### config.mk
export PLATFORM = sky130hd
export DESIGN_NAME = nfm_ram
export DESIGN_NICKNAME = d
export VERILOG_FILES = /design/src/hw/rtl/nfm_ram.sv
export SDC_FILE = /design/constraint.sdc
export NUM_CORES = 2
export LEC_CHECK = 0
export ABC_AREA = 1
export ABC_CLOCK_PERIOD_IN_PS = 3700
export BUFFER_PORTS_ARGS = -buffer_cell sky130_fd_sc_hd__buf_4
export CAP_MARGIN = 20
export CORE_ASPECT_RATIO = 1.25
export CORE_MARGIN = 3
export CORE_UTILIZATION = 39
export DETAILED_ROUTE_END_ITERATION = 6
export PLACE_DENSITY = 0.64
export SYNTH_ARGS = -nofsm -noshare
export SYNTH_HDL_FRONTEND = slang
export SYNTH_SLANG_ARGS = --single-unit
### constraint.sdc
create_clock -name clk -period 3.7 [get_ports clk]
set_input_delay 0.185 -clock clk [delete_from_list [all_inputs] [get_ports clk]]
set_output_delay 0.185 -clock clk [all_outputs]
set_load 0.005 [all_outputs]
### src/hw/rtl/nfm_ram.sv
// Generic single-port RAM with registered read data.
// Standalone; no package dependency.
`default_nettype none

module nfm_ram #(
  parameter int WIDTH = 8,
  parameter int DEPTH = 256
) (
  input  wire logic                     clk,
  input  wire logic                     we,
  input  wire logic [$clog2(DEPTH)-1:0] addr,
  input  wire logic [WIDTH-1:0]         wdata,
  output logic      [WIDTH-1:0]         rdata
);

  logic [WIDTH-1:0] mem [DEPTH];

  // Write on we, read old contents every cycle
  always_ff @(posedge clk) begin
    if (we) begin
      mem[addr] <= wdata;
    end
    rdata <= mem[addr];
  end

endmodule

`default_nettype wire

==> run_results.csv <==
group,metric,value,unit
critical_path,crit_path_end_kind,"flop",
critical_path,ff2ff_path_depth,12,
power_and_ir_drop,total_leakage_power,37.1,nW
sta,max-slew-margin-rel,22.9,%
clocking,clockBufferDepth,3,
synth,postSynth.topFlopCell,"sky130_fd_sc_hd__edfxtp_1",
drt,wirelength,229,mm
sta,hold-worst-slack,0.0496,ns
clocking,register_clock_pin_slew_on_the_reported_worst_setup_and_hold_paths,0.06,ns
critical_path,worstReg2RegEnd,"rdata[4]$_DFF_P_",
outcome,status,"finished clean",
grt,grt.met3_usage,2.85,%
sta,rsz_0062_raised_after_global_routing,"no",
clocking,cts_num_sinks,2056,
final_layout,post_layout_instance_area,94700,µm²
clocking,clk_latency,0.85,ns
synth,mappedNetlistArea,84900,µm²
floorplan,rows,190,
final_layout,layout-drive-gt1-share,5.72,%
placed_design,pre_cts_slack,0.491,ns
final_layout,layoutNonFillerInstCount,11100,
clocking,ctsRootBufferMaster,"sky130_fd_sc_hd__clkbuf_16",
placed_design,placedInstanceArea,88800,µm²
power_and_ir_drop,power.density_cell_area,498,nW/µm²
final_layout,area.growth.synth_to_final,11.7,%
synth,sequential_share_of_the_synthesized_area,72.7,%
final_layout,multiInputGateArea,21200,µm²
sta,finalCriticalPeriod,2.62,ns
critical_path,worst_ep_required_time,4.15,ns
floorplan,die_h,528,µm
sta,fin_skew,0.0292,ns
synth,postSynthNetCount,8039,
floorplan,core_area,215000,µm²
flow_run,timing.max_cap.violations,0,
floorplan,dieWidth,423,µm
synth,yosys.area.top_type,"sky130_fd_sc_hd__edfxtp_1",
synth,synthMostInstantiatedCell,"sky130_fd_sc_hd__nand2_1",
synth,yosysTopAreaCellShare,72.5,%
grt,globalRouteMet1Util,24.8,%
synth,synthDistinctLibCells,18,
critical_path,timing.critical_path.arrival,3.07,ns
clocking,clock_buffers_created_by_tritoncts,191,
synth,synth_async_sr_flop_share,0,%
drt,post_drt_via_cell_ratio,5.05,
final_layout,finish.net_count,8032,
grt,grt_first_pass_wirelength,341,mm
drt,dr.pass1.iters,6,
critical_path,reg2reg_from,"mem[161][4]$_DFFE_PP_",
drt,wire_per_inst,20.7,µm
critical_path,timing.critical_path.from,"addr[7]",
placed_design,post-place-cells,10700,
floorplan,start_util,39.4,%
drt,route.antenna.remaining_nets,0,
clocking,tritoncts_clock_tree,"done",
final_layout,sequential_cell_area,61700,µm²
sta,final-setup-viol-count,0,
grt,grt_max_degree,152,
synth,ys_top_cells_by_count,"4770 x sky130_fd_sc_hd__nand2_1, 2048 x sky130_fd_sc_hd__edfxtp_1, 361 x sky130_fd_sc_hd__nor2_1",
sta,totalNegativeSetupSlack,0,ns
floorplan,design.die.area,223000,µm²
sta,maxSlewViolCount,0,
critical_path,cp-endpoint,"mem[28][6]$_DFFE_PP_",
critical_path,crit_path_max_fanout,16,
sta,hold_violations,0,
final_layout,fin_util,44.0,%
synth,synthCells,8021,
final_layout,fillers,20000,
clocking,post_cts.repair.setup_buffers,0,
placed_design,gp_routability_congestion,0.916,
sta,timing.final.ws_setup,1.08,ns
synth,synth.avg_cell_area,10.6,µm²
min_path,min-delay-path-class,"in2reg",
sta,max_slew.worst_pin.slew,1.16,ns
grt,gr-usage-met2,34.1,%
floorplan,pin_count,26,
power_and_ir_drop,vdd_ir_drop_max,0.365,mV
sta,final.period_utilization,70.8,%
grt,grt_pass1_vias,55000,
critical_path,setup.worst_path.class,"in2reg",
sta,clock.fmax,382,MHz
synth,synth_enable_flop_cells,2048,
clocking,cts-htree-levels,4,
placed_design,placement.io_buffers,25,
synth,yosys_warning_total,0,
drt,post-route-drc-count,0,
critical_path,regToRegSetupSlack,1.33,ns
grt,grt_busiest_layer,"met2",
grt,groute.usage.overall,20.1,%
power_and_ir_drop,post-layout-total-power,47.1,mW
grt,globalRoute.totalOverflow,0,
placed_design,hpwl,135,mm
synth,ys_ff_latch,2056,
critical_path,setup.worst_path.start_class,"input port",
grt,grt_antenna_before_repair,4,
synth,synth.top_cells.by_area,"sky130_fd_sc_hd__edfxtp_1 72%, sky130_fd_sc_hd__nand2_1 21%, sky130_fd_sc_hd__nor2_1 1.6%, sky130_fd_sc_hd__nand3_1 1.1%, sky130_fd_sc_hd__buf_2 1.1%",
drt,number_of_design_rule_violations_left_by_the_first_detailed_router_iteration,5127,
drt,detailroute.via_count,55800,
[where the power goes]
group / switching [mW] / internal (mW)
Combinational: 2.15 / 0.653
Clock: 8.42 / 10.2
Sequential: 0.0622 / 25.7
Total: 10.6 / 36.5
[cell usage in the layout, fill, tap and decap left out, types with 4 or more instances in the layout]
master                          count
sky130_fd_sc_hd__a21oi_1           32
sky130_fd_sc_hd__buf_12            43
sky130_fd_sc_hd__buf_4            154
sky130_fd_sc_hd__buf_8             10
sky130_fd_sc_hd__bufinv_16          8
sky130_fd_sc_hd__clkbuf_1          55
sky130_fd_sc_hd__clkbuf_16        193
sky130_fd_sc_hd__clkinv_1          45
sky130_fd_sc_hd__clkinv_2          27
sky130_fd_sc_hd__clkinv_8           4
sky130_fd_sc_hd__dfxtp_1            8
sky130_fd_sc_hd__dlygate4sd3_1     10
sky130_fd_sc_hd__edfxtp_1        2048
sky130_fd_sc_hd__inv_1             29
sky130_fd_sc_hd__inv_6              8
sky130_fd_sc_hd__nand2_1         4770
sky130_fd_sc_hd__nand3_1          188
sky130_fd_sc_hd__nor2_1           356
sky130_fd_sc_hd__nor2_4             5
sky130_fd_sc_hd__o21ai_0           41
sky130_fd_sc_hd__o21ai_1          119
[critical path, cell delays in order]
cell,delay (ns)
sky130_fd_sc_hd__dlygate4sd3_1,0.60
sky130_fd_sc_hd__buf_4,0.17
sky130_fd_sc_hd__nor2_1,0.58
sky130_fd_sc_hd__nand2_1,0.64
sky130_fd_sc_hd__nor2_1,0.88
[worst min-delay path by stage]
stage | from | end | depth (start not counted)
final | addr[6] | rdata[2]$_DFF_P_ | 5
after global routing | addr[6] | rdata[2]$_DFF_P_ | 5
after CTS | addr[6] | rdata[5]$_DFF_P_ | 5
after detailed placement | wdata[5] | mem[213][5]$_DFFE_PP_ | 1
after global placement | wdata[5] | mem[213][5]$_DFFE_PP_ | 1
after floorplan | wdata[0] | mem[0][0]$_DFFE_PP_ | 0
[area by class of cell]
cell class / instances / share of cell area, %
clock buffer: 249 / 5.33
clock inverter: 98 / 0.803
antenna: 3 / 0.00792
timing repair buffer: 217 / 2.39
tap: 2880 / 3.80
inverter: 35 / 0.174
multi-input combinational: 5513 / 22.4
sequential: 2056 / 65.1
[what timing repair did]
action / CTS / global route
gates resized for setup: 0 / 0
hold buffers: 10 / 0
hold endpoints to repair: 540 / 0
[metal layers]
metal	share of wire [%]	vias up
met3	6.7	489
met2	49	2065
met1	39	27000
met5	0.012	-
met4	5.7	4
li1	-	26300
[cells by family after synthesis]
logic type	count (synthesis)	synth area share, %
buffers and inverters	452	2.36
DFF	2056	72.7
AOI/OAI and AO/OA	192	1.13
and+or+nand+nor	5321	23.8
[sequential cells by signal, indices dropped and copies added (netlist names)]
register / flops
mem: 2048
rdata: 8
Power figures use the tool's default switching activity.
